$ cat src/hw/rtl/vpf_pkg.sv
`default_nettype none
package vpf_pkg;

    // Command codes carried on the input tuser lane
    localparam logic [2:0] CMD_START = 3'd0;
    localparam logic [2:0] CMD_BOOL  = 3'd1;
    localparam logic [2:0] CMD_BYTE  = 3'd2;
    localparam logic [2:0] CMD_SHORT = 3'd3;
    localparam logic [2:0] CMD_INT   = 3'd4;
    localparam logic [2:0] CMD_FLOAT = 3'd5;
    localparam logic [2:0] CMD_END   = 3'd6;

    // Register indexes on the configuration port
    localparam logic REG_HEAD = 1'b0;
    localparam logic REG_TAIL = 1'b1;

    localparam logic [7:0]  HEAD_RESET = 8'hA5;
    localparam logic [7:0]  TAIL_RESET = 8'h5A;
    localparam logic [15:0] COUNT_MAX  = 16'hFFFF;
    localparam int          MAX_BYTES  = 5;

    // One queued job: the bytes one input item produces
    typedef struct packed {
        logic [MAX_BYTES-1:0][7:0] data;
        logic [2:0]                count;
        logic                      is_tail;
        logic [15:0]               frame_len;
    } job_t;

endpackage
`default_nettype wire

$ cat src/hw/rtl/vpf_front.sv
`default_nettype none
module vpf_front
    import vpf_pkg::*;
(
    input  wire logic        aclk,
    input  wire logic        aresetn,
    input  wire logic        in_accept,
    input  wire logic [2:0]  in_cmd,
    input  wire logic [31:0] in_value,
    input  wire logic [7:0]  head_byte,
    input  wire logic [7:0]  tail_byte,
    output logic             push,
    output job_t             job
);

    logic        in_frame_reg, in_frame_next;
    logic [2:0]  stage_reg, stage_next;
    logic [2:0]  pos_reg, pos_next;
    logic [7:0]  partial_reg, partial_next;
    logic [7:0]  sum_reg, sum_next;
    logic [15:0] count_reg, count_next;

    logic        flush;
    logic [7:0]  flush_byte;
    logic [7:0]  bool_byte;
    logic [31:0] vmask;
    logic [2:0]  nbytes;
    logic [2:0]  nout;
    logic [16:0] count_sum;

    assign flush      = (pos_reg != 3'd0);
    assign flush_byte = flush ? partial_reg : 8'h00;
    assign bool_byte  = partial_reg | (8'(in_value[0]) << pos_reg);

    always_comb begin
        case (in_cmd)
            CMD_BYTE:  begin nbytes = 3'd1; vmask = {24'h0, in_value[7:0]};  end
            CMD_SHORT: begin nbytes = 3'd2; vmask = {16'h0, in_value[15:0]}; end
            default:   begin nbytes = 3'd4; vmask = in_value;                end
        endcase
    end

    always_comb begin
        in_frame_next = in_frame_reg;
        stage_next    = stage_reg;
        pos_next      = pos_reg;
        partial_next  = partial_reg;
        sum_next      = sum_reg;
        count_next    = count_reg;
        push          = 1'b0;
        job           = '0;
        nout          = 3'd0;
        count_sum     = 17'd0;
        if (in_accept) begin
            case (in_cmd)
                CMD_START: begin
                    in_frame_next = 1'b1;
                    stage_next    = 3'd0;
                    pos_next      = 3'd0;
                    partial_next  = 8'h00;
                    sum_next      = 8'h00;
                    count_next    = 16'd1;
                    job.data[0]   = head_byte;
                    job.count     = 3'd1;
                    push          = 1'b1;
                end
                CMD_END: begin
                    if (in_frame_reg) begin
                        nout      = flush ? 3'd3 : 3'd2;
                        count_sum = {1'b0, count_reg} + 17'(nout);
                        if (flush) begin
                            job.data[0] = partial_reg;
                            job.data[1] = sum_reg + partial_reg;
                            job.data[2] = tail_byte;
                        end else begin
                            job.data[0] = sum_reg;
                            job.data[1] = tail_byte;
                        end
                        job.count     = nout;
                        job.is_tail   = 1'b1;
                        job.frame_len = count_sum[16] ? COUNT_MAX : count_sum[15:0];
                        push          = 1'b1;
                        in_frame_next = 1'b0;
                        stage_next    = 3'd0;
                        pos_next      = 3'd0;
                        partial_next  = 8'h00;
                        sum_next      = 8'h00;
                        count_next    = 16'd0;
                    end
                end
                CMD_BOOL: begin
                    if (in_frame_reg && (stage_reg <= CMD_BOOL)) begin
                        stage_next = CMD_BOOL;
                        if (pos_reg == 3'd7) begin
                            // byte full: send it and start a fresh one
                            job.data[0]  = bool_byte;
                            job.count    = 3'd1;
                            push         = 1'b1;
                            sum_next     = sum_reg + bool_byte;
                            count_next   = (count_reg == COUNT_MAX) ? COUNT_MAX
                                                                    : count_reg + 16'd1;
                            pos_next     = 3'd0;
                            partial_next = 8'h00;
                        end else begin
                            pos_next     = pos_reg + 3'd1;
                            partial_next = bool_byte;
                        end
                    end
                end
                CMD_BYTE, CMD_SHORT, CMD_INT, CMD_FLOAT: begin
                    if (in_frame_reg && (in_cmd >= stage_reg)) begin
                        nout      = nbytes + 3'(flush);
                        count_sum = {1'b0, count_reg} + 17'(nout);
                        job.data  = flush ? {vmask, partial_reg} : {8'h00, vmask};
                        job.count = nout;
                        push      = 1'b1;
                        sum_next  = sum_reg + flush_byte + vmask[7:0] + vmask[15:8]
                                  + vmask[23:16] + vmask[31:24];
                        count_next   = count_sum[16] ? COUNT_MAX : count_sum[15:0];
                        stage_next   = in_cmd;
                        pos_next     = 3'd0;
                        partial_next = 8'h00;
                    end
                end
                default: begin
                end
            endcase
        end
    end

    always_ff @(posedge aclk) begin
        if (!aresetn) begin
            in_frame_reg <= 1'b0;
            stage_reg    <= 3'd0;
            pos_reg      <= 3'd0;
            partial_reg  <= 8'h00;
            sum_reg      <= 8'h00;
            count_reg    <= 16'd0;
        end else begin
            in_frame_reg <= in_frame_next;
            stage_reg    <= stage_next;
            pos_reg      <= pos_next;
            partial_reg  <= partial_next;
            sum_reg      <= sum_next;
            count_reg    <= count_next;
        end
    end

endmodule
`default_nettype wire

$ cat src/hw/rtl/vpf_queue.sv
`default_nettype none
module vpf_queue
    import vpf_pkg::*;
#(
    parameter int DEPTH = 4
)
(
    input  wire logic aclk,
    input  wire logic aresetn,
    input  wire logic push,
    input  job_t      push_job,
    input  wire logic pop,
    output job_t      head_job,
    output logic      full,
    output logic      empty
);

    localparam int PW = (DEPTH > 1) ? $clog2(DEPTH) : 1;
    localparam int CW = $clog2(DEPTH + 1);

    job_t           mem_reg [DEPTH];
    logic [PW-1:0]  wr_ptr_reg, wr_ptr_next;
    logic [PW-1:0]  rd_ptr_reg, rd_ptr_next;
    logic [CW-1:0]  cnt_reg, cnt_next;
    logic           do_push, do_pop;

    assign full     = (cnt_reg == CW'(DEPTH));
    assign empty    = (cnt_reg == '0);
    assign do_push  = push && !full;
    assign do_pop   = pop && !empty;
    assign head_job = mem_reg[rd_ptr_reg];

    always_comb begin
        wr_ptr_next = wr_ptr_reg;
        rd_ptr_next = rd_ptr_reg;
        cnt_next    = cnt_reg;
        if (do_push) begin
            wr_ptr_next = (wr_ptr_reg == PW'(DEPTH - 1)) ? '0 : wr_ptr_reg + PW'(1);
        end
        if (do_pop) begin
            rd_ptr_next = (rd_ptr_reg == PW'(DEPTH - 1)) ? '0 : rd_ptr_reg + PW'(1);
        end
        if (do_push && !do_pop) begin
            cnt_next = cnt_reg + CW'(1);
        end else if (do_pop && !do_push) begin
            cnt_next = cnt_reg - CW'(1);
        end
    end

    always_ff @(posedge aclk) begin
        if (do_push) begin
            mem_reg[wr_ptr_reg] <= push_job;
        end
    end

    always_ff @(posedge aclk) begin
        if (!aresetn) begin
            wr_ptr_reg <= '0;
            rd_ptr_reg <= '0;
            cnt_reg    <= '0;
        end else begin
            wr_ptr_reg <= wr_ptr_next;
            rd_ptr_reg <= rd_ptr_next;
            cnt_reg    <= cnt_next;
        end
    end

endmodule
`default_nettype wire

$ cat src/hw/rtl/vpf_back.sv
`default_nettype none
module vpf_back
    import vpf_pkg::*;
(
    input  wire logic        aclk,
    input  wire logic        aresetn,
    input  job_t             q_job,
    input  wire logic        q_empty,
    output logic             q_pop,
    output logic             out_valid,
    input  wire logic        out_ready,
    output logic [7:0]       out_byte,
    output logic             out_frame_end,
    output logic [15:0]      out_frame_len,
    output logic             out_last
);

    job_t       job_reg;
    logic       valid_reg;
    logic [2:0] idx_reg;
    logic       last_byte;
    logic       take;

    assign last_byte = (idx_reg == (job_reg.count - 3'd1));
    assign take      = valid_reg && out_ready;
    assign q_pop     = !q_empty && (!valid_reg || (take && last_byte));

    assign out_valid     = valid_reg;
    assign out_byte      = job_reg.data[idx_reg];
    assign out_last      = last_byte;
    assign out_frame_end = last_byte && job_reg.is_tail;
    assign out_frame_len = out_frame_end ? job_reg.frame_len : 16'd0;

    always_ff @(posedge aclk) begin
        if (q_pop) begin
            job_reg <= q_job;
        end
    end

    always_ff @(posedge aclk) begin
        if (!aresetn) begin
            valid_reg <= 1'b0;
            idx_reg   <= 3'd0;
        end else if (q_pop) begin
            valid_reg <= 1'b1;
            idx_reg   <= 3'd0;
        end else if (take) begin
            if (last_byte) begin
                valid_reg <= 1'b0;
                idx_reg   <= 3'd0;
            end else begin
                idx_reg <= idx_reg + 3'd1;
            end
        end
    end

endmodule
`default_nettype wire

$ cat src/hw/rtl/value_pack_framer_unit.sv
// Path: an accepted beat is written into the job queue, and its first output byte is
//   offered once the job has been loaded into the output stage register.
// Throughput: one input beat per cycle while the job queue has room; output runs at one
//   byte per cycle while the receiver is ready, and an item makes 0 to 5 bytes, so the
//   pace is set by the single byte-wide output serializer.
// Reset: aresetn (synchronous, active low) closes any frame, empties the queue and the
//   output stage, and restores head_byte to 0xA5 and tail_byte to 0x5A.
`default_nettype none
module value_pack_framer_unit
    import vpf_pkg::*;
#(
    parameter int QUEUE_DEPTH = 4
)
(
    input  wire logic        aclk,
    input  wire logic        aresetn,
    // input stream
    input  wire logic        s_tvalid,
    output logic             s_tready,
    input  wire logic [31:0] s_tdata,   // [31:0] value
    input  wire logic [2:0]  s_tuser,   // [2:0] command
    // output stream
    output logic             m_tvalid,
    input  wire logic        m_tready,
    output logic [23:0]      m_tdata,   // [7:0] out_byte, [23:8] frame_length
    output logic             m_tlast,   // frame_end
    output logic [0:0]       m_tuser,   // [0] last_of_run
    // configuration
    input  wire logic        psel,
    input  wire logic        penable,
    input  wire logic        pwrite,
    input  wire logic [2:0]  paddr,
    input  wire logic [31:0] pwdata,
    output logic [31:0]      prdata,
    output logic             pready
);

    logic [7:0] head_reg;
    logic [7:0] tail_reg;
    logic       cfg_wr;

    logic       in_accept;
    logic       push;
    job_t       push_job;
    job_t       q_job;
    logic       q_full;
    logic       q_empty;
    logic       q_pop;

    logic [7:0]  out_byte;
    logic [15:0] out_len;
    logic        out_end;
    logic        out_last;

    // APB register file: write in the access phase, read back the selected byte
    assign pready = 1'b1;
    assign cfg_wr = psel && penable && pwrite && pready;
    assign prdata = {24'h0, (paddr[2] == REG_TAIL) ? tail_reg : head_reg};

    always_ff @(posedge aclk) begin
        if (!aresetn) begin
            head_reg <= HEAD_RESET;
            tail_reg <= TAIL_RESET;
        end else if (cfg_wr) begin
            case (paddr[2])
                REG_HEAD: head_reg <= pwdata[7:0];
                REG_TAIL: tail_reg <= pwdata[7:0];
                default:  begin end
            endcase
        end
    end

    // Accept whenever the job queue has a free slot; results waiting on the output
    // side never block the front while there is room.
    assign s_tready  = !q_full;
    assign in_accept = s_tvalid && s_tready;

    // Front: track framing state and turn each beat into a byte job
    vpf_front u_front (
        .aclk      (aclk),
        .aresetn   (aresetn),
        .in_accept (in_accept),
        .in_cmd    (s_tuser),
        .in_value  (s_tdata),
        .head_byte (head_reg),
        .tail_byte (tail_reg),
        .push      (push),
        .job       (push_job)
    );

    // Decouple front and back so each can stall on its own
    vpf_queue #(
        .DEPTH (QUEUE_DEPTH)
    ) u_queue (
        .aclk     (aclk),
        .aresetn  (aresetn),
        .push     (push),
        .push_job (push_job),
        .pop      (q_pop),
        .head_job (q_job),
        .full     (q_full),
        .empty    (q_empty)
    );

    // Back: hand out one byte per beat, next job loads as the last byte leaves
    vpf_back u_back (
        .aclk          (aclk),
        .aresetn       (aresetn),
        .q_job         (q_job),
        .q_empty       (q_empty),
        .q_pop         (q_pop),
        .out_valid     (m_tvalid),
        .out_ready     (m_tready),
        .out_byte      (out_byte),
        .out_frame_end (out_end),
        .out_frame_len (out_len),
        .out_last      (out_last)
    );

    assign m_tdata    = {out_len, out_byte};
    assign m_tlast    = out_end;
    assign m_tuser[0] = out_last;

    // The tail byte always closes the run of its end command
    a_tail_is_last: assert property (@(posedge aclk) disable iff (!aresetn)
        (m_tvalid && m_tlast) |-> m_tuser[0])
        else $error("tail byte not marked as last of run");

    // Frame length is zero on every non-tail beat
    a_len_only_on_tail: assert property (@(posedge aclk) disable iff (!aresetn)
        (m_tvalid && !m_tlast) |-> (m_tdata[23:8] == 16'd0))
        else $error("frame length on a non-tail beat");

    // Nothing is offered right after reset
    a_idle_after_reset: assert property (@(posedge aclk)
        !$past(aresetn) |-> !m_tvalid)
        else $error("output valid right after reset");

    // The queue never refuses a job the front produced
    a_no_lost_job: assert property (@(posedge aclk) disable iff (!aresetn)
        push |-> !q_full)
        else $error("job pushed into a full queue");

endmodule
`default_nettype wire

$ cat config.mk
export PLATFORM = sky130hd
export DESIGN_NAME = value_pack_framer_unit
export DESIGN_NICKNAME = d
export VERILOG_FILES = /design/src/hw/rtl/vpf_pkg.sv /design/src/hw/rtl/vpf_front.sv /design/src/hw/rtl/vpf_queue.sv /design/src/hw/rtl/vpf_back.sv /design/src/hw/rtl/value_pack_framer_unit.sv
export SDC_FILE = /design/constraint.sdc
export NUM_CORES = 1
export LEC_CHECK = 0
export ABC_AREA = 1
export BUFFER_PORTS_ARGS = -buffer_cell sky130_fd_sc_hd__buf_2
export CORE_ASPECT_RATIO = 0.75
export CORE_MARGIN = 2
export CORE_UTILIZATION = 55
export CTS_CLUSTER_SIZE = 12
export DETAILED_ROUTE_END_ITERATION = 7
export PLACE_DENSITY = 0.74
export SKIP_CTS_REPAIR_TIMING = 1
export SLEW_MARGIN = 10
export SYNTH_ARGS = -nofsm -noshare
export SYNTH_HDL_FRONTEND = slang
export SYNTH_SLANG_ARGS = --single-unit
$ cat constraint.sdc
create_clock -name aclk -period 6.8 [get_ports aclk]
set_input_delay 1.36 -clock aclk [delete_from_list [all_inputs] [get_ports aclk]]
set_output_delay 1.36 -clock aclk [all_outputs]
set_load 0.05 [all_outputs]
==> results of run 1 <==
worst max-delay path, stage by stage:
cell	delay, ns
buf_2	0.14
inv_1	0.12
ha_1	0.48
inv_1	0.40
nand2_1	0.23
inv_1	0.08
fa_1	0.47
fa_1	0.51
inv_1	0.06
fa_1	0.53
inv_1	0.04
ha_1	0.22
fa_1	0.39
nand2_1	0.09
nand2_1	0.06
a21oi_1	0.21
nand2_1	0.08
nand2_1	0.06
o211ai_1	0.08
nor2_1	0.11
nor2_1	0.05
worst max path at each step:
stage | from | to | cells past startpoint
final | s_tuser[2] | u_front.sum_reg[6] | 21
after global routing | s_tuser[2] | u_front.sum_reg[6] | 21
after CTS | s_tuser[2] | u_front.sum_reg[6] | 21
after detailed placement | s_tuser[2] | u_front.sum_reg[6] | 21
after global placement | s_tuser[2] | u_front.sum_reg[6] | 21
after floorplan | s_tuser[2] | u_queue.mem_reg[0][0] | 7
synthesized netlist by cell type (6+ instances only):
cell type	n
a211oi_1	6
a21oi_1	94
a21oi_2	12
a221o_1	8
a22oi_1	8
buf_2	18
buf_4	28
clkbuf_1	54
dfxtp_1	66
edfxtp_1	300
fa_1	31
ha_1	44
inv_1	190
inv_2	16
nand2_1	269
nand3_1	59
nand4_1	7
nor2_1	248
nor2_2	10
nor3_1	18
o21ai_0	244
o21ai_1	12
o22ai_1	66
xnor2_1	8
xor2_1	23
power breakdown:
group	internal, mW	switching, mW
logic	0.579	1.47
clock network	1.09	0.845
registers	2.79	0.156
per-layer routing:
layer	vias to the layer above	global-route usage, %	part of all wire, %
li1	6578	-	-
met1	6771	40.5	45
met2	613	41.7	45
met5	-	0	0
met3	78	3.73	8.5
met4	0	7.40	2.1
kinds of logic (layout without fill, tap and decap cells):
| group | Yosys count | count (layout) | synth area share, % |
|---|---|---|---|
| AOI/OAI and AO/OA | 478 | 478 | 14.6 |
| and+or+nand+nor | 632 | 632 | 14.2 |
| other | 2 | 25 | 0.0407 |
| buffers and inverters | 316 | 371 | 7.33 |
| adders and majority gates | 75 | 75 | 6.35 |
| DFF | 366 | 366 | 56.0 |
| xor gates and xnor gates | 31 | 31 | 1.47 |
through the flow:
step | instance area, um^2 | hold slack (ns) | worst slack [ns]
finish | 20300 | 0.489 | 1.44
global route | 20300 | 0.511 | 1.16
CTS | 20300 | 0.491 | 1.51
detailed placement | 19200 | 0.484 | 0.964
global placement | 19200 | 0.471 | 1.12
floorplan | 18500 | 0.440 | 1.46
cell type report:
class	count	area share, %
clock buffer	50	5.18
inverter	208	3.86
timing repair buffer	102	2.90
clock inverter	11	0.395
sequential	366	50.9
multi-input combinational	1241	34.0
tap	450	2.78
==> results by group, run 1 <==
Run status
  • Status: completed

Timing
  • Worst-margin pin slew: 1.21 ns
  • Fin crit period: 5.36 ns
  • Unrepaired setup endpoints after global routing: false
  • Fin Setup TNS: 0 ns
  • Final Setup Violations: 0
  • Rel. slew slack: 19.0%
  • Final Hold Vio Count: 0
  • Final cycle utilization of the critical path: 78.8%
  • Max Slew Vio Count: 0
  • Worst clock skew: 0.0159 ns
  • Fmax achieved: 187 MHz

Global route
  • Vias in the first global route: 12,913
  • GRT overflow: 0
  • First-pass GRT wire length: 73.0 mm
  • Largest net degree at the start of global routing: 122
  • GRT Util Overall: 27.1%
  • Initial antenna violation count: 0

Clocking
  • Clk_lat worst skew: 0.54 ns
  • CTS tree: yes
  • Buffer depth of the longest clock path: 3
  • TritonCTS Sinks: 366
  • H-tree levels: 2
  • Clock root buffer: clkbuf_16
  • Num CTS Buffers: 39
  • Clk pin slew, worst setup/hold paths: 0.07 ns

Worst setup path
  • R2r setup slk: 1.92 ns
  • Req. time, crit path: 7.24 ns
  • Startpoint types: input port
  • Critical path endpoint category: flop
  • CP Max Fanout: 16
  • Reg-to-Reg End: u_front.sum_reg[6]
  • Reg2Reg Depth: 21
  • Crit path DAT: 5.80 ns
  • Crit Path Class: input port to flop
  • Worst R2R Start: u_front.pos_reg[0]

Routing
  • DRC Markers: 0
  • Antenna-violating nets left: 0
  • Post-DR wirelength/cell: 19.6 um
  • Total Wirelength: 47.5 mm
  • Vias per cell: 5.78
  • Detailed Route Iter0 Violations: 1,592
  • Initial DRT Pass Iterations: 6
  • Vias: 14,040

Cells and area
  • Final non-filler cell total: 2,428
  • Area of the multi-input gates: 0.00689 mm^2
  • P&R area growth vs syn: 9.97%
  • Fraction of layout cells with a size suffix above 1: 11.0%
  • Utilization after layout: 60.9%
  • Commonest non-fill, non-tap cell in the layout: edfxtp_1
  • Highest-count cells in the layout ignoring fill and taps: edfxtp_1 (300), nand2_1 (269), nor2_1 (244), o21ai_0 (244), inv_1 (189)
  • Antenna Cells: 0
  • Max reg flops: 240
  • Fill count: 2,708
  • FF/Latch Area: 0.0103 mm^2
  • Fin nets: 2,110

Power
  • Max VDD drop: 369 uV
  • Cell Pwr Density: 341 mW/mm^2
  • Pleak: 8.34 nW
  • Power Total: 6.93 mW

Logic synthesis
  • Yosys top cell by area: edfxtp_1
  • Cells after Synth: 1,900
  • Distinct cells, synth: 56
  • Cell area after synthesis: 0.0184 mm^2
  • Yosys top cell area share: 48.8%
  • Mean Syn Cell Area: 9.71 um^2
  • Register area share after synthesis: 56.0%
  • Post-synth EDFFs: 300
  • Top FF cell, synth: edfxtp_1
  • Synth warn: 0
  • Top cells by area, synth: edfxtp_1 (49%), dfxtp_1 (7.2%), o21ai_0 (6.6%), nand2_1 (5.5%), nor2_1 (5.0%)
  • Ys async rst share: 0%
  • Synth Register Bits: 366

Floorplan
  • Top-Level Pins: 138
  • Die W: 215 um
  • Row Count: 58
  • Die Area: 0.0350 mm^2
  • Die Ht: 163 um
  • Starting Density: 55.4%
  • Core box area: 0.0333 mm^2

Worst hold path
  • Hold_sp: u_front.stage_reg[2]
  • Hold Path Depth: 2
  • Worst Hold Class: flop to flop
  • WHS Endpoint: u_front.stage_reg[2]

Placement
  • Placer Congestion: 0.976
  • Inst Count DP: 2,367
  • Number of port buffers: 86
  • HPWL after DPL: 31.7 mm

Job
  • Total of max-cap violations: 0
Note: power is estimated with default switching activity, not from simulation.
==> run 2, diff against run 1 <==
- PLACE_DENSITY: 0.74 -> 0.77
- clock period: 6.8 -> 4.93 ns (I/O delays scaled with it)
==> run 2 against run 1 <==
Sequential share of layout area decreased by 0.56 points. Via count increased by 0.46%. Highest routed layer unchanged. Die area unchanged. Sequential power increased by 39%. Critical path depth unchanged.
==> results by group, run 2 (synthesized netlist as in run 1, its figures left out) <==
Floorplan
  • Die W: 215 um (unchanged)
  • Row Count: 58 (unchanged)
  • Core box area: 0.0333 mm^2 (unchanged)
  • Die Area: 0.0350 mm^2 (unchanged)
  • Die Ht: 163 um (unchanged)
  • Starting Density: 55.4% (unchanged)
  • Top-Level Pins: 138 (unchanged)

Routing
  • Initial DRT Pass Iterations: 5 (-1)
  • DRC Markers: 0 (unchanged)
  • Vias: 14,105 (+0.46%)
  • Antenna-violating nets left: 0 (unchanged)
  • Post-DR wirelength/cell: 20.0 um (+1.9%)
  • Detailed Route Iter0 Violations: 1,615 (+1.4%)
  • Total Wirelength: 49.0 mm (+3.1%)
  • Vias per cell: 5.74 (-0.72%)

Timing
  • Rel. slew slack: 42.1% (+23 points)
  • Worst clock skew: 0.0291 ns (+0.0132 ns)
  • Final cycle utilization of the critical path: 93.0%
  • Final Setup Violations: 0 (unchanged)
  • Final Hold Vio Count: 0 (unchanged)
  • Max Slew Vio Count: 0 (unchanged)
  • Unrepaired setup endpoints after global routing: false
  • Final Hold Slack: 0.500 ns (+0.0113 ns)
  • Fin crit period: 4.58 ns
  • Worst-margin pin slew: 0.868 ns (-0.346 ns)
  • Fmax achieved: 218 MHz

Worst setup path
  • Critical path endpoint category: flop
  • Worst R2R Start: u_front.pos_reg[0]
  • CP Max Fanout: 42 (+26)
  • Req. time, crit path: 5.38 ns (-1.86 ns)
  • Crit Path Class: flop to flop
  • CP startpoint: u_front.pos_reg[0]
  • Crit path DAT: 5.03 ns (-0.77 ns)
  • Startpoint types: flop

Power
  • Clock share of power: 28.1% (+0.2 points)
  • Sequential share of power: 42.5% (about the same)
  • Switch Pwr: 3.43 mW (+38%)
  • Cell Pwr Density: 468 mW/mm^2 (+37%)
  • Pleak: 8.47 nW (+1.6%)
  • Sw Share: 35.7% (about the same)
  • Logic pwr share: 29.4% (-0.2 points)
  • Max VDD drop: 334 uV (-9.4%)
  • Cell-internal power: 6.17 mW (+39%)

Cells and area
  • Max reg flops: 240 (unchanged)
  • Commonest non-fill, non-tap cell in the layout: edfxtp_1
  • Fraction of layout cells with a size suffix above 1: 12.1% (+1.1 points)
  • Fin nets: 2,136 (+1.2%)
  • Highest-count cells in the layout ignoring fill and taps: edfxtp_1 (300), nand2_1 (269), nor2_1 (244), o21ai_0 (244), inv_1 (189)
  • Antenna Cells: 0 (unchanged)
  • P&R area growth vs syn: 11.2%
  • Fin area: 0.0205 mm^2 (+1.1%)

Clocking
  • Clock root buffer: clkbuf_16
  • TritonCTS Sinks: 366 (unchanged)
  • Clk pin slew, worst setup/hold paths: 0.07 ns (about the same)
  • Clk_lat worst skew: 0.55 ns (about the same)
  • Buffer depth of the longest clock path: 3 (unchanged)
  • H-tree levels: 2 (unchanged)
  • Num CTS Buffers: 38 (-2.6%)
  • CTS tree: yes

Global route
  • First-pass GRT wire length: 74.9 mm (+2.5%)
  • Vias in the first global route: 13,207 (+2.3%)
  • Initial antenna violation count: 2 (+2)
  • Largest net degree at the start of global routing: 70 (-43%)
  • GRT overflow: 0 (unchanged)
  • GRT Util Overall: 28.0% (+0.91 points)

Placement
  • DP Area: 0.0194 mm^2 (+1.1%)
  • Placer Congestion: 0.936 (-4.1%)
  • HPWL after DPL: 33.1 mm (+4.5%)
  • Number of port buffers: 86 (unchanged)

Worst hold path
  • Hold_sp: u_front.stage_reg[2]
  • Worst Hold Class: flop to flop

Run status
  • Status: completed

Job
  • Total of max-cap violations: 0 (unchanged)
[run 2: cell types whose count changed in the layout (fill, tap and decap cells not counted), moves of 2 or more]
cell / change
buf_4: +27
clkbuf_1: +7
clkinv_1: -4
clkinv_2: +2
[run 2: power groups by stage]
stage               Sequential [mW]  Combinational [mW]  Clock [mW]
finish                         4.08                2.83        2.70
global route                   4.11                3.14        2.86
CTS                            4.08                2.83        2.74
detailed placement             4.14                2.80           0
global placement               4.13                2.74           0
floorplan                      4.02                2.12           0
[run 2: final timing paths]
| check | to | slack [ns] | cells past startpoint |
|---|---|---|---|
| hold / removal | u_front.stage_reg[2] | 0.50 | 2 |
| setup / recovery | u_front.sum_reg[6] | 0.35 | 21 |
| hold reg to reg | u_front.stage_reg[2] | 0.50 | 2 |
| setup reg to reg | u_front.sum_reg[6] | 0.35 | 21 |
[run 2: per-layer routing]
layer	share of wire, %	track usage, %
met4	2.5	7.68
met5	0	0
met1	44	41.2
met3	9.4	4.59
met2	45	43.2
[run 2: through the flow]
stage	util [%]	total power, mW	setup slack [ns]	setup TNS (ns)	std cells
final	61.6	9.60	0.346	0	2457
after global routing	61.6	10.1	0.0550	0	2457
after CTS	61.6	9.64	0.385	0	2457
after detailed placement	58.1	6.94	0.0172	0	2394
after global placement	58.1	6.87	0.0639	0	2394
after floorplan	-	6.14	-0.0343	-8.23	1923
[run 2: area by class of cell]
type,count,area [um^2]
clock buffers,54,1030
fillers,2696,12800
inverters,208,783
clock inverters,9,120
repair buffers,129,791
multi-input cells,1241,6890
flip-flops and latches,366,10300
well taps,450,563
[run 2: critical path, stage by stage (launching register included)]
cell and delay, ns:
dfxtp_1 0.36, inv_1 0.15, ha_1 0.16, nand2_1 0.10, inv_1 0.30, buf_4 0.42
nor2_1 0.16, fa_1 0.52, inv_1 0.05, fa_1 0.38, fa_1 0.51, inv_1 0.05
ha_1 0.22, fa_1 0.39, nand2_1 0.09, nand2_1 0.05, a21oi_1 0.16, nand2_1 0.07
nand2_1 0.06, o211ai_1 0.08, nor2_1 0.10, nor2_1 0.05
==> run 3, diff against run 2 <==
- ABC_AREA: 1 -> unset
- CAP_MARGIN: unset -> 30
==> run 3 against run 2 <==
Utilization up 1.3 points. Combinational power down 25%. Highest routed layer unchanged. Clock power up 4%. Largest cell class unchanged.
==> results by group, run 3 <==
Run status
  • Status: completed

Worst setup path
  • Crit path DAT: 4.96 ns (-0.07 ns)
  • CP Cell Sequence: inv_1 -> ha_1 -> nor2b_4 -> inv_1 -> buf_4 -> nand2_1 -> fa_1 -> inv_1 -> fa_1 -> inv_1 -> fa_1 -> inv_1 -> ha_1 -> a21oi_1 -> o21ai_0 -> o32a_1 -> a21oi_1
  • Startpoint types: flop
  • Top cell by count, worst path: inv_1
  • Reg-to-Reg End: u_front.sum_reg[7]
  • CP top delay family: adder cells
  • Critical path endpoint category: flop
  • CP Max Fanout: 27 (-36%)
  • CP startpoint: u_front.pos_reg[0]
  • Reg2Reg Depth: 17 (-19%)
  • Worst R2R Start: u_front.pos_reg[0]
  • Slowest-stage cell, CP: fa_1
  • Crit-path max cell delay: 0.53 ns (about the same)
  • Req. time, crit path: 5.39 ns (about the same)
  • R2r setup slk: 0.43 ns (+0.09 ns)
  • CP bufs+invs: 6 (+1)
  • Crit Path Class: flop to flop

Logic synthesis
  • Synth Register Bits: 366 (unchanged)
  • Top FF cell, synth: edfxtp_1
  • Synth warn: 0 (unchanged)
  • Yosys top cell by area: edfxtp_1
  • Top cells by area, synth: edfxtp_1 (50%), mux4_2 (7.5%), dfxtp_1 (7.3%), fa_1 (3.4%), ha_1 (3.0%)
  • Mean Syn Cell Area: 12.7 um^2 (+31%)
  • Cells after Synth: 1,426 (-25%)
  • Count leader, synth: edfxtp_1
  • Distinct cells, synth: 75 (+34%)
  • Yosys top cell area share: 49.8% (+0.93 points)
  • Post-synth top cells: edfxtp_1 (300), nand2_1 (106), nor2_1 (106), a21oi_1 (101), inv_1 (71)
  • Register area share after synthesis: 57.1% (+1.1 points)
  • Post-synth EDFFs: 300 (unchanged)
  • Ys async rst share: 0% (unchanged)
  • Cell area after synthesis: 0.0181 mm^2 (-1.9%)

Timing
  • Final Setup Violations: 0 (unchanged)
  • Worst-margin pin slew: 0.851 ns (-0.0178 ns)
  • Max Slew Vio Count: 0 (unchanged)
  • Unrepaired setup endpoints after global routing: false
  • Fin Setup TNS: 0 ns (unchanged)
  • Fmax achieved: 222 MHz (+1.9%)
  • Final cycle utilization of the critical path: 91.2% (-1.7 points)
  • Final Hold Vio Count: 0 (unchanged)
  • Rel. slew slack: 43.3% (+1.2 points)
  • Fin crit period: 4.50 ns (-0.0860 ns)
  • Worst clock skew: 0.0157 ns (-0.0133 ns)

Placement
  • Placer Congestion: 0.977 (+4.3%)
  • Inst Count DP: 1,924 (-20%)
  • Number of port buffers: 86 (unchanged)
  • HPWL after DPL: 31.2 mm (-5.7%)

Worst hold path
  • WHS Endpoint: u_front.stage_reg[0]
  • Worst Hold Class: flop to flop
  • Hold Path Depth: 2 (unchanged)
  • Hold_sp: u_front.stage_reg[0]

Global route
  • GRT Util Overall: 27.3% (-0.63 points)
  • Initial antenna violation count: 1 (-1)
  • Vias in the first global route: 11,745 (-11%)
  • Largest net degree at the start of global routing: 63 (-10%)
  • GRT overflow: 0 (unchanged)
  • First-pass GRT wire length: 70.7 mm (-5.6%)

Floorplan
  • Starting Density: 55.9% (+0.53 points)
  • Die Ht: 161 um (-0.91%)
  • Row Count: 57 (-1.7%)
  • Top-Level Pins: 138 (unchanged)
  • Core box area: 0.0324 mm^2 (-2.8%)
  • Die W: 213 um (-0.92%)
  • Die Area: 0.0344 mm^2 (-1.8%)

Routing
  • Post-DR wirelength/cell: 23.1 um (+16%)
  • DRC Markers: 0 (unchanged)
  • Detailed Route Iter0 Violations: 1,522 (-5.8%)
  • Initial DRT Pass Iterations: 6 (+1)
  • Vias: 12,212 (-13%)
  • Antenna-violating nets left: 0 (unchanged)
  • Vias per cell: 6.15 (+7.1%)
  • Total Wirelength: 45.8 mm (-6.5%)

Clocking
  • CTS tree: yes
  • Num CTS Buffers: 39 (+2.6%)
  • Buffer depth of the longest clock path: 3 (unchanged)
  • Clock root buffer: clkbuf_16
  • TritonCTS Sinks: 366 (unchanged)
  • H-tree levels: 2 (unchanged)
  • Clk pin slew, worst setup/hold paths: 0.06 ns (about the same)
  • Clk_lat worst skew: 0.53 ns (-0.02 ns)

Power
  • Cell Pwr Density: 438 mW/mm^2 (-6.3%)
  • Pleak: 7.44 nW (-12%)
  • Power Total: 8.93 mW (-7.0%)
  • Max VDD drop: 269 uV (-20%)

Cells and area
  • Commonest non-fill, non-tap cell in the layout: edfxtp_1
  • P&R area growth vs syn: 12.5%
  • Fraction of layout cells with a size suffix above 1: 18.7% (+6.6 points)
  • Final non-filler cell total: 1,986 (-19%)
  • Highest-count cells in the layout ignoring fill and taps: edfxtp_1 (300), nand2_1 (106), nor2_1 (105), a21oi_1 (101), buf_2 (86)
  • Fin nets: 1,675 (-22%)
  • Max reg flops: 240 (unchanged)

Job
  • Total of max-cap violations: 0 (unchanged)
## run 3: cell types whose count changed after synthesis, moves of 18 or more
cell,previous run,this run
xnor2_1,8,35
o21ai_0,244,39
mux2i_1,0,28
mux4_2,0,60
and2_1,0,20
o22ai_1,66,12
nand2_1,269,106
and3_1,0,23
nand3_1,59,41
inv_1,190,71
nor2_1,248,106
## run 3: where the power goes
| group | switching, mW | total (mW) | internal [mW] |
|---|---|---|---|
| Clock | 1.17 | 2.80 | 1.63 |
| Sequential | 0.241 | 4.02 | 3.78 |
| Combinational | 1.33 | 2.11 | 0.782 |
## run 3: kinds of logic after synthesis
| logic type | share of synthesized area [%] |
|---|---|
| muxes | 9.57 |
| other | 0.0415 |
| DFF | 57.1 |
| adders and majority gates | 6.47 |
| AOI/OAI and AO/OA | 9.83 |
| and+or+nand+nor | 10.0 |
| buffers and inverters | 4.42 |
| xor gates and xnor gates | 2.58 |
## run 3: area by class of cell
type,instances,area (um^2)
multi-input combinational,902,7080
timing repair buffer,143,928
fill,2418,12000
antenna,1,2.50
sequential,366,10300
inverter,71,267
tap,442,553
clock buffer,48,1020
clock inverter,13,183
## run 3: worst max path at each step
stage	endpoint	cells past startpoint
5_1_grt	u_front.sum_reg[7]	17
3_5_place_dp	u_front.sum_reg[7]	19
4_1_cts	u_front.sum_reg[7]	17
2_1_floorplan	u_front.sum_reg[6]	18
3_3_place_gp	u_front.sum_reg[7]	19
6_report	u_front.sum_reg[7]	17
## run 3: tightest hold or removal path: cells and delay by family, from the launching register on
kind	cells	cell delay (ns)
compound gates	1	0.06
flops	1	0.31
simple gates	1	0.06
## run 3: per-layer routing
metal / vias to the layer above / wire length (um) / share of wire (%) / GRT usage [%]
li1: 5414 / - / - / -
met1: 6086 / 19100 / 42 / 40.8
met2: 636 / 21100 / 46 / 41.7
met3: 76 / 4650 / 10 / 5.79
met4: 0 / 963 / 2.1 / 5.93
met5: - / 0 / 0 / 0
## run 3: metrics by stage
step	hold slack (ns)	area [um^2]	utilization, %	setup slack [ns]
6_report	0.484	20400	62.9	0.432
5_1_grt	0.513	20400	62.9	0.213
4_1_cts	0.484	20400	62.9	0.447
3_5_place_dp	0.475	19200	59.2	0.0286
3_3_place_gp	0.472	19100	59.1	0.100
2_1_floorplan	0.452	18200	-	0.0263
